`config.mk`:
```
export PLATFORM = sky130hd
export DESIGN_NAME = i2c_transaction_queue_sequencer
export DESIGN_NICKNAME = d
export VERILOG_FILES = /design/src/rtl/i2ctqs_pkg.sv /design/src/rtl/i2ctqs_ring_ram.sv /design/src/rtl/i2c_transaction_queue_sequencer.sv
export SDC_FILE = /design/constraint.sdc
export NUM_CORES = 1
export LEC_CHECK = 0
export ABC_AREA = 1
export BUFFER_PORTS_ARGS = -buffer_cell sky130_fd_sc_hd__buf_2
export CAP_MARGIN = 5
export CORE_ASPECT_RATIO = 0.9
export CORE_UTILIZATION = 45
export CTS_BUF_LIST = sky130_fd_sc_hd__clkbuf_4
export DETAILED_ROUTE_END_ITERATION = 8
export PLACE_DENSITY = 0.65
export SLEW_MARGIN = 10
export SYNTH_ARGS = -nofsm -noshare
export SYNTH_HDL_FRONTEND = slang
export SYNTH_HIERARCHICAL = 1
export SYNTH_SLANG_ARGS = --single-unit
```
`constraint.sdc`:
```
create_clock -name aclk -period 6.9 [get_ports aclk]
set_clock_uncertainty 0.15 [all_clocks]
set_input_delay 1.38 -clock aclk [delete_from_list [all_inputs] [get_ports aclk]]
set_output_delay 1.38 -clock aclk [all_outputs]
set_load 0.01 [all_outputs]
```
`src/rtl/i2ctqs_pkg.sv`:
```
`timescale 1ns / 1ps
// ----------------------------------------------------------------------------
// i2ctqs_pkg
// shared types and constants of the i2c transaction queue sequencer
// ----------------------------------------------------------------------------
package i2ctqs_pkg;

    localparam int QUEUE_DEPTH = 8;
    localparam int PTR_W       = (QUEUE_DEPTH > 1) ? $clog2(QUEUE_DEPTH) : 1;
    localparam int REQ_W       = 31;
    localparam int TIMEOUT_W   = 16;
    localparam int CFG_ADDR_W  = 1;

    localparam logic [TIMEOUT_W-1:0] TIMEOUT_RESET = TIMEOUT_W'(100);
    localparam logic [TIMEOUT_W-1:0] ELAPSED_MAX   = '1;

    // register indexes
    localparam logic [CFG_ADDR_W-1:0] REG_WRITE_TIMEOUT = 1'b0;
    localparam logic [CFG_ADDR_W-1:0] REG_READ_TIMEOUT  = 1'b1;

    // transfer status codes from the bus driver
    localparam logic [1:0] XFER_COMPLETE = 2'd1;
    localparam logic [1:0] XFER_ERROR    = 2'd2;

    typedef enum logic [1:0] {
        MODE_ENQUEUE = 2'd0,
        MODE_STEP    = 2'd1,
        MODE_TICK    = 2'd2
    } mode_t;

    typedef enum logic [2:0] {
        ST_IDLE    = 3'd0,
        ST_START   = 3'd1,
        ST_WRITE   = 3'd2,
        ST_RESTART = 3'd3,
        ST_READ    = 3'd4,
        ST_CLOSE   = 3'd5
    } seq_state_t;

    typedef enum logic [2:0] {
        CS_NONE    = 3'd0,
        CS_REQ     = 3'd1,
        CS_DONE    = 3'd2,
        CS_ERROR   = 3'd3,
        CS_TIMEOUT = 3'd4
    } client_status_t;

    typedef enum logic {
        PH_ACCEPT = 1'b0,
        PH_FETCH  = 1'b1
    } phase_t;

    typedef struct packed {
        logic [6:0] address;
        logic [7:0] write_len;
        logic [7:0] read_len;
        logic [7:0] tag;
    } req_t;

    // result word, lowest field in the lowest bits
    typedef struct packed {
        logic [7:0]     tag;
        logic [7:0]     read_len;
        logic [7:0]     write_len;
        logic [6:0]     address;
        logic           release_bus;
        logic           issue_read;
        logic           issue_write;
        logic           open_bus;
        seq_state_t     engine_state;
        client_status_t client_status;
        logic           add_accepted;
    } res_t;

endpackage

```
`src/rtl/i2ctqs_ring_ram.sv`:
```
`timescale 1ns / 1ps
// ----------------------------------------------------------------------------
// i2ctqs_ring_ram
// simple dual port ram, one write and one registered read per cycle
// ----------------------------------------------------------------------------
module i2ctqs_ring_ram #(
    parameter int DEPTH = 8,
    parameter int WIDTH = 31,
    parameter int AW    = (DEPTH > 1) ? $clog2(DEPTH) : 1
) (
    input  logic             aclk,
    input  logic             wr_en,
    input  logic [AW-1:0]    wr_addr,
    input  logic [WIDTH-1:0] wr_data,
    input  logic             rd_en,
    input  logic [AW-1:0]    rd_addr,
    output logic [WIDTH-1:0] rd_data
);

    logic [WIDTH-1:0] mem [DEPTH];
    logic [WIDTH-1:0] rd_data_reg;

    always_ff @(posedge aclk) begin
        if (wr_en) begin
            mem[wr_addr] <= wr_data;
        end
        if (rd_en) begin
            rd_data_reg <= mem[rd_addr];
        end
    end

    assign rd_data = rd_data_reg;

endmodule

```
`src/rtl/i2c_transaction_queue_sequencer.sv`:
```
`timescale 1ns / 1ps
// ----------------------------------------------------------------------------
// i2c_transaction_queue_sequencer
// request ring in block ram plus a step driven i2c transaction sequencer
// ----------------------------------------------------------------------------
// ordering: a result word is registered as its input word is taken; a step
//   that dequeues a request first reads the ring ram, then registers its result
// throughput: one word per cycle while m_tready does not stall the result; a
//   dequeuing step holds s_tready low while the ring entry is read
// reset: synchronous active low; clears pointers, engine state, current
//   request, status, elapsed counter and sets both timeouts to 100 ticks; ring
//   contents are not cleared, no clearing pass
module i2c_transaction_queue_sequencer
    import i2ctqs_pkg::*;
(
    input  logic                  aclk,
    input  logic                  aresetn,

    // configuration write port
    input  logic                  cfg_wr_en,
    input  logic [CFG_ADDR_W-1:0] cfg_addr,
    input  logic [TIMEOUT_W-1:0]  cfg_wdata,

    // input words
    input  logic                  s_tvalid,
    output logic                  s_tready,
    // req_address[6:0] req_write_len[14:7] req_read_len[22:15] req_tag[30:23]
    // launch_accepted[31] transfer_status[33:32], zero pad to 40
    input  logic [39:0]           s_tdata,
    // mode[1:0]
    input  logic [1:0]            s_tuser,

    // result words
    output logic                  m_tvalid,
    input  logic                  m_tready,
    // add_accepted[0] client_status[3:1] engine_state[6:4] open_bus[7]
    // issue_write[8] issue_read[9] release_bus[10] cur_address[17:11]
    // cur_write_len[25:18] cur_read_len[33:26] cur_tag[41:34], zero pad to 48
    output logic [47:0]           m_tdata
);

    // ------------------------------------------------------------------
    // registers
    // ------------------------------------------------------------------
    logic [TIMEOUT_W-1:0] wr_timeout_reg, wr_timeout_next;
    logic [TIMEOUT_W-1:0] rd_timeout_reg, rd_timeout_next;
    logic [PTR_W-1:0]     wp_reg, wp_next;
    logic [PTR_W-1:0]     rp_reg, rp_next;
    seq_state_t           seq_state_reg, seq_state_next;
    client_status_t       status_reg, status_next;
    req_t                 cur_req_reg, cur_req_next;
    logic [TIMEOUT_W-1:0] elapsed_reg, elapsed_next;
    phase_t               phase_reg, phase_next;
    logic                 m_valid_reg, m_valid_next;
    res_t                 res_reg, res_next;

    // ------------------------------------------------------------------
    // input word fields
    // ------------------------------------------------------------------
    req_t       in_req;
    logic       in_launch;
    logic [1:0] in_xfer;
    mode_t      in_mode;

    assign in_req.address   = s_tdata[6:0];
    assign in_req.write_len = s_tdata[14:7];
    assign in_req.read_len  = s_tdata[22:15];
    assign in_req.tag       = s_tdata[30:23];
    assign in_launch        = s_tdata[31];
    assign in_xfer          = s_tdata[33:32];
    assign in_mode          = mode_t'(s_tuser);

    // ------------------------------------------------------------------
    // ring ram
    // ------------------------------------------------------------------
    logic             ram_wr_en;
    logic             ram_rd_en;
    logic [REQ_W-1:0] ram_rd_data;
    req_t             fetched_req;

    i2ctqs_ring_ram #(
        .DEPTH (QUEUE_DEPTH),
        .WIDTH (REQ_W),
        .AW    (PTR_W)
    ) u_ring (
        .aclk    (aclk),
        .wr_en   (ram_wr_en),
        .wr_addr (wp_reg),
        .wr_data (in_req),
        .rd_en   (ram_rd_en),
        .rd_addr (rp_reg),
        .rd_data (ram_rd_data)
    );

    assign fetched_req = req_t'(ram_rd_data);

    // ------------------------------------------------------------------
    // handshake
    // ------------------------------------------------------------------
    logic out_free;
    logic in_take;

    assign out_free = !m_valid_reg || m_tready;
    assign s_tready = (phase_reg == PH_ACCEPT) && out_free;
    assign in_take  = s_tvalid && s_tready;
    assign m_tvalid = m_valid_reg;
    assign m_tdata  = {6'b0, res_reg};

    // ring pointer arithmetic
    logic [PTR_W-1:0] wp_inc;
    logic [PTR_W-1:0] rp_inc;
    logic             ring_full;
    logic             ring_empty;

    assign wp_inc     = (wp_reg == PTR_W'(QUEUE_DEPTH - 1)) ? '0 : wp_reg + 1'b1;
    assign rp_inc     = (rp_reg == PTR_W'(QUEUE_DEPTH - 1)) ? '0 : rp_reg + 1'b1;
    assign ring_full  = (wp_inc == rp_reg);
    assign ring_empty = (wp_reg == rp_reg);

    // ------------------------------------------------------------------
    // next state and result
    // ------------------------------------------------------------------
    always_comb begin
        logic                 add_ok;
        logic                 open_b;
        logic                 iss_w;
        logic                 iss_r;
        logic                 rel;
        logic [TIMEOUT_W-1:0] limit;
        logic                 more;

        wr_timeout_next = wr_timeout_reg;
        rd_timeout_next = rd_timeout_reg;
        wp_next         = wp_reg;
        rp_next         = rp_reg;
        seq_state_next  = seq_state_reg;
        status_next     = status_reg;
        cur_req_next    = cur_req_reg;
        elapsed_next    = elapsed_reg;
        phase_next      = phase_reg;
        m_valid_next    = m_valid_reg && !m_tready;
        res_next        = res_reg;
        ram_wr_en       = 1'b0;
        ram_rd_en       = 1'b0;
        add_ok          = 1'b0;
        open_b          = 1'b0;
        iss_w           = 1'b0;
        iss_r           = 1'b0;
        rel             = 1'b0;
        limit           = wr_timeout_reg;
        more            = 1'b0;

        // the user must write the registers only while the block is idle; the block itself does not enforce this
        if (cfg_wr_en) begin
            case (cfg_addr)
                REG_WRITE_TIMEOUT: wr_timeout_next = cfg_wdata;
                REG_READ_TIMEOUT:  rd_timeout_next = cfg_wdata;
                default: ;
            endcase
        end

        if (phase_reg == PH_FETCH) begin
            // ring entry already read, finish the dequeue step once the output is free
            if (out_free) begin
                cur_req_next = fetched_req;
                phase_next   = PH_ACCEPT;
                m_valid_next = 1'b1;
                res_next     = '{
                    tag:           fetched_req.tag,
                    read_len:      fetched_req.read_len,
                    write_len:     fetched_req.write_len,
                    address:       fetched_req.address,
                    release_bus:   1'b0,
                    issue_read:    1'b0,
                    issue_write:   1'b0,
                    open_bus:      1'b1,
                    engine_state:  seq_state_reg,
                    client_status: status_reg,
                    add_accepted:  1'b0
                };
            end
        end else if (in_take) begin
            case (in_mode)
                MODE_ENQUEUE: begin
                    if (!ring_full) begin
                        ram_wr_en = 1'b1;
                        wp_next   = wp_inc;
                        add_ok    = 1'b1;
                    end
                end
                MODE_TICK: begin
                    if (elapsed_reg != ELAPSED_MAX) begin
                        elapsed_next = elapsed_reg + 1'b1;
                    end
                end
                MODE_STEP: begin
                    case (seq_state_reg)
                        ST_IDLE: begin
                            if (!ring_empty) begin
                                ram_rd_en      = 1'b1;
                                rp_next        = rp_inc;
                                status_next    = CS_REQ;
                                seq_state_next = ST_START;
                                phase_next     = PH_FETCH;
                            end
                        end
                        ST_START: begin
                            iss_w = 1'b1;
                            if (in_launch) begin
                                elapsed_next   = '0;
                                seq_state_next = ST_WRITE;
                            end
                        end
                        ST_RESTART: begin
                            iss_r = 1'b1;
                            if (in_launch) begin
                                elapsed_next   = '0;
                                seq_state_next = ST_READ;
                            end
                        end
                        ST_WRITE, ST_READ: begin
                            if (seq_state_reg == ST_WRITE) begin
                                limit = wr_timeout_reg;
                                more  = (cur_req_reg.read_len != 8'd0);
                            end else begin
                                limit = rd_timeout_reg;
                                more  = 1'b0;
                            end
                            // status code 3 counts as pending
                            if (in_xfer == XFER_ERROR) begin
                                status_next    = CS_ERROR;
                                seq_state_next = ST_CLOSE;
                            end else if (in_xfer == XFER_COMPLETE) begin
                                if (more) begin
                                    seq_state_next = ST_RESTART;
                                end else begin
                                    status_next    = CS_DONE;
                                    seq_state_next = ST_CLOSE;
                                end
                            end else if (elapsed_reg > limit) begin
                                status_next    = CS_TIMEOUT;
                                seq_state_next = ST_CLOSE;
                            end
                        end
                        ST_CLOSE: begin
                            rel            = 1'b1;
                            seq_state_next = ST_IDLE;
                        end
                        default: ;
                    endcase
                end
                default: ;
            endcase

            // dequeue result waits for the ring read
            if (phase_next == PH_ACCEPT) begin
                m_valid_next = 1'b1;
                res_next     = '{
                    tag:           cur_req_reg.tag,
                    read_len:      cur_req_reg.read_len,
                    write_len:     cur_req_reg.write_len,
                    address:       cur_req_reg.address,
                    release_bus:   rel,
                    issue_read:    iss_r,
                    issue_write:   iss_w,
                    open_bus:      open_b,
                    engine_state:  seq_state_next,
                    client_status: status_next,
                    add_accepted:  add_ok
                };
            end
        end
    end

    // ------------------------------------------------------------------
    // control registers
    // ------------------------------------------------------------------
    always_ff @(posedge aclk) begin
        if (!aresetn) begin
            wr_timeout_reg <= TIMEOUT_RESET;
            rd_timeout_reg <= TIMEOUT_RESET;
            wp_reg         <= '0;
            rp_reg         <= '0;
            seq_state_reg  <= ST_IDLE;
            status_reg     <= CS_NONE;
            cur_req_reg    <= '0;
            elapsed_reg    <= '0;
            phase_reg      <= PH_ACCEPT;
            m_valid_reg    <= 1'b0;
        end else begin
            wr_timeout_reg <= wr_timeout_next;
            rd_timeout_reg <= rd_timeout_next;
            wp_reg         <= wp_next;
            rp_reg         <= rp_next;
            seq_state_reg  <= seq_state_next;
            status_reg     <= status_next;
            cur_req_reg    <= cur_req_next;
            elapsed_reg    <= elapsed_next;
            phase_reg      <= phase_next;
            m_valid_reg    <= m_valid_next;
        end
    end

    // result payload, no reset needed
    always_ff @(posedge aclk) begin
        res_reg <= res_next;
    end

endmodule

```
# Yosys cells after proc, flatten, opt, wreduce, memory -nomap -nowiden
# Memory sizes are Yosys's and may differ from the RTL's. A register that Yosys moved wholly into a read port is not among the register bits.
# Index checks and enable logic that the tools add are counted.
word_totals:
  inputBits: 64
  n_memories: 1
  out_inout_bits: 50
  word_cells: 135
  ram_bits: 248
  ff_bits: 135
op_classes:
  add_sub_neg: 3
  n_reduce_logical: 21
  n_mux: 62
  n_eq_ne: 19
  n_lt_le_gt_ge: 1
  bitwise_logic: 4
memory_table:
  columns: ["name", "words", "width", "read_ports", "rd_clocked_by_memory_dff", "wr", "line_no", "text"]
  rows:
  - ["u_ring.mem", 8, 31, 1, 1, 1, "i2ctqs_ring_ram.sv:20", "logic [WIDTH-1:0] mem [DEPTH];"]
op_table:
  columns: ["operator", "n"]
  rows:
  - ["$mux W42", 4]
  - ["$mux W16", 8]
  - ["$mux W3", 16]
  - ["$pmux W16 S2", 1]
  - ["$mux W1", 31]
  - ["$add A16 B1 Y16 const B", 1]
  - ["$gt A16 B16 Y1", 1]
  - ["$ne A16 B16 Y1 const B", 1]
  - ["$pmux W3 S5", 1]
  - ["$eq A3 B3 Y1 const B", 4]
  - ["$ne A2 B2 Y1 const B", 4]
  - ["$reduce_and A2 Y1", 4]
  - ["$reduce_bool A8 Y1", 1]
  - ["$add A3 B1 Y3 const B", 2]
  - ["$eq A3 B2 Y1 const B", 2]
  - ["$eq A3 B3 Y1", 2]
  - ["$pmux W3 S2", 1]
  - ["$reduce_and A6 Y1", 1]
  - ["$reduce_and A5 Y1", 1]
  - ["$eq A2 B1 Y1 const B", 2]
  - ["$eq A2 B2 Y1 const B", 2]
  - ["$not A1 Y1", 4]
  - ["$reduce_and A4 Y1", 1]
  - ["$reduce_bool A2 Y1", 2]
  - ["other kinds (9)", 13]

# Depth between registers and ports, before layout
depth:
  depth_word: 15
  depth_mapped: 23

# Modules after synthesis
# Netlist, hierarchy kept.
by_module_without_submodules:
  columns: ["mod", "n_inst", "cells_per_inst", "area_each_um2"]
  rows:
  - ["i2ctqs_ring_ram", 1, 1120, 11787.6]
  - ["i2c_transaction_queue_sequencer", 1, 783, 6342.3]

# Least setup slack after synthesis
# OpenSTA, ideal clock, no wires.
synth_path:
  path_type: "input port to flip-flop"
  from: "in m_tready"
  to: "mem u_ring.mem[1][0] (enable)"
  required_time_ps: 6331
  slack_ps: 2872
  t_arrival_ps: 3459
  stages: 6
  n_path_buf: 0
  path_cell_list: "nor2_1 nor2_2 nand2_2 nor2_1 nand2_1 nor2_1"
synth_via:
  elab_chain_len: 7
synth_lines:
  columns: ["item", "line_no", "text"]
  rows:
  - ["from (decl)", "i2c_transaction_queue_sequencer.sv:35", "input logic m_tready,"]
  - ["$logic_or A1 B1 Y1", "i2c_transaction_queue_sequencer.sv:103", "assign out_free = !m_valid_reg || m_tready;"]
  - ["$logic_and A1 B1 Y1", "i2c_transaction_queue_sequencer.sv:104", "assign s_tready = (phase_reg == PH_ACCEPT) && out_free;"]
  - ["via s_tready", "i2c_transaction_queue_sequencer.sv:26", "output logic s_tready,"]
  - ["$logic_and A1 B1 Y1", "i2c_transaction_queue_sequencer.sv:105", "assign in_take = s_tvalid && s_tready;"]
  - ["$mux W1", "i2c_transaction_queue_sequencer.sv:182", "end else if (in_take) begin"]
  - ["$mux W1", "i2c_transaction_queue_sequencer.sv:162", "if (phase_reg == PH_FETCH) begin"]
  - ["via ram_wr_en", "i2c_transaction_queue_sequencer.sv:76", "logic ram_wr_en;"]
  - ["$mux W1", "i2ctqs_ring_ram.sv:24", "if (wr_en) begin"]
  - ["$mux W1 (implied by the code)", "i2ctqs_ring_ram.sv:25", "mem[wr_addr] <= wr_data;"]
  - ["to (decl)", "i2ctqs_ring_ram.sv:20", null]
# The timed path passes the listed nets, and every way through them passes these cells.

# Worst setup path after layout
layout_path:
  from: "in m_tready"
  to: "out s_tready"
layout_via:
  elab_chain_len: 2
layout_lines:
  columns: ["item", "line_no"]
  rows:
  - ["$logic_or A1 B1 Y1", "i2c_transaction_queue_sequencer.sv:103"]
  - ["$logic_and A1 B1 Y1", "i2c_transaction_queue_sequencer.sv:104"]
  - ["to (decl)", "i2c_transaction_queue_sequencer.sv:26"]
# No other way between the ends.

==> results.md <==
- Final worst-path cycle share: 51.32%
- P_leak: 8.973 nW
- DRT antenna net count: 0
- Global routing's busiest layer: met2
- Die Y: 192.4 um
- Overflow after GRT: 0
- Clock buffer depth: 3
- Clock-pin slew on the worst setup and hold paths: 60 ps
- Max-Cap Viols: 0
- # IOs: 114
- # DRC: 0
- Top-area cell type share of the netlist area: 53.17%
- Fin. Hold Viols: 0
- Setup bufs post-CTS: 0
- Sequential share of the synthesized area: 63.44%
- Number of global-route vias before repair: 12.18k
- Post-Syn Area: 18130 sq um
- Synth Register Bits: 414
- Critical Path Fanout Max: 3
- Max_slew headroom: 32.48%
- Area Growth Syn to Fin: 12.86%
- CP Class: in -> out
- Syn_area_per_cell: 9.527 sq um
- Multi-input gate area: 4992 sq um
- Setup TNS: 0 ps
- Hold Crit Class: reg -> reg
- Post_cts resized: 0
- Fillers: 3589
- Setup violations, final: 0
- GRT met1 Usage: 27.44%
- Avg Vias per Cell: 4.819
- Finished Layout Cells: 2673
- Port buffer count: 101
- Run status: finished, final reports clean
- Synth Flop Type: edfxtp_1
- Worst Path Arrival: 2010 ps
- Slew @ Worst Pin: 1009 ps
- Starting Density: 45.75%
- Vias: 12.88k
- Placed cell count: 2476
- CTS Hold Bufs: 0
- Most instantiated library cell after synthesis: nand2_1
- Largest net degree at the start of global routing: 81
- Die Wd: 213.6 um
- CTS tree: done
- Yosys top cell by area: edfxtp_1
- Post-Place Worst Slack: 2805 ps
- H-tree levels: 3
- Antenna violations before repair: 4
- Root buffer cell: clkbuf_4
- Clock latency on the worst-skew pair: 860 ps
- Synth async-reset ratio: 0%
- Most flop-heavy register: u_ring/mem
- Mapped Cells: 1903
- Clock sinks: 414
- DR WL/cell: 14.81 um
- First-pass GRT wire length: 62910 um
- Pins over their slew limit: 0
- Hpwl dp: 22880 um
- YS warnings: 6
- Critical Path Sink Type: primary output
- Nets: 2135
- Maximum vdd drop: 117.0 uV
- Number of enable flip-flop cells after synthesis: 321
- Power density over cell area: 251.6 nW/um^2
- Die Area: 41100 sq um
- 1st-iter DRT viols: 1018
- RSZ-0062 raised after global routing: false
- Final wirelength: 39590 um
- Fin crit period: 3541 ps
- Setup WS post-layout: 3359 ps
- Inserted Clock Buffers: 104
- Req. time, crit path: 5370 ps
- Synth cell types: 41
- Seq. cell area: 11510 sq um
- Max reg flops: 248
- Crit start category: input port
- Grt met3 use: 4.638%
- GR Util met2: 30.68%
- Layout cells sized above 1: 15.41%
- FP Rows: 69
- Initial DRT Pass Iterations: 6
- FMAX: 282.4 MHz
- Area contributors post-synth: edfxtp_1 (53%), nand2_1 (11%), dfxtp_1 (10%), inv_1 (6.7%), nand3_1 (4.1%)
- GP Congestion: 0.9051
- Post-synth top cells: nand2_1 (550), inv_1 (326), edfxtp_1 (321), nand3_1 (149), nor2_1 (107)
- Global-route usage over all layers: 20.03%
- Core area: 39630 sq um
[per-stage QoR]
stage | hold WS (ps) | util (%) | total power [W] | instance area (sq um)
floorplan | 252.9 | - | 0.003013 | 18150
global placement | 283.3 | 48.16 | 0.003121 | 19090
detailed placement | 292.3 | 48.16 | 0.003129 | 19090
CTS | 301.7 | 51.60 | 0.005213 | 20450
global route | 316.6 | 51.63 | 0.005396 | 20460
finish | 297.1 | 51.63 | 0.005147 | 20460
[worst max-delay path, stage by stage]
cell,delay [ps]
buf_2,100
nor2_1,280
nor2_2,90
buf_2,160
[worst paths after layout]
path	startpoint	end	slack, ps	cells after the start
setup / recovery	m_tready	s_tready	3360	4
hold / removal	cur_req_reg[18]	cur_req_reg[18]	300	2
setup reg to reg	wp_reg[0]	u_ring/mem[5][30]	3560	8
hold reg to reg	cur_req_reg[18]	cur_req_reg[18]	300	2
[placed cells by master, fill, tap and decap left out, drive strengths merged, types with 2 or more instances in the layout]
cell type,n
bufinv,2
diode,6
xnor2,4
mux2i,15
dfxtp,93
nor2,114
ha,21
xor2,9
o21ai,113
edfxtp,321
nand3,150
conb,6
clkinv,36
nand4,6
buf,120
nand2,555
nor3,11
a211oi,2
a21oi,58
clkbuf,151
inv,339
[logic make-up after synthesis]
group	count (synthesis)	synth area share, %
buf+inv	422	9.510
compound gates	179	5.135
simple gates	838	18.99
flops	414	63.44
other cells	1	0.02068
fa+ha+maj	21	1.449
xor+xnor	13	0.6280
mux	15	0.8281
[power breakdown]
| part | switching, W | total, W | internal [W] |
|---|---|---|---|
| registers | 0.0000261 | 0.00277 | 0.00274 |
| logic | 0.000211 | 0.000304 | 0.0000926 |
| clock network | 0.000986 | 0.00207 | 0.00109 |
| total | 0.00122 | 0.00515 | 0.00392 |
[cell type report]
cell class / instances / area share [%]
sequential: 414 / 56.24
multi-input combinational: 1072 / 24.40
inverter: 338 / 6.219
clock buffer: 151 / 5.540
tap: 532 / 3.253
timing repair buffer: 120 / 3.168
clock inverter: 40 / 1.107
antenna: 6 / 0.07338
[routing by layer]
| layer | share of wire [%] | wire, um |
|---|---|---|
| met4 | 2.1 | 841 |
| met2 | 45 | 17930 |
| met5 | 0.033 | 13 |
| met1 | 46 | 18240 |
| met3 | 6.5 | 2567 |
Note: power is estimated with default switching activity, not from simulation.
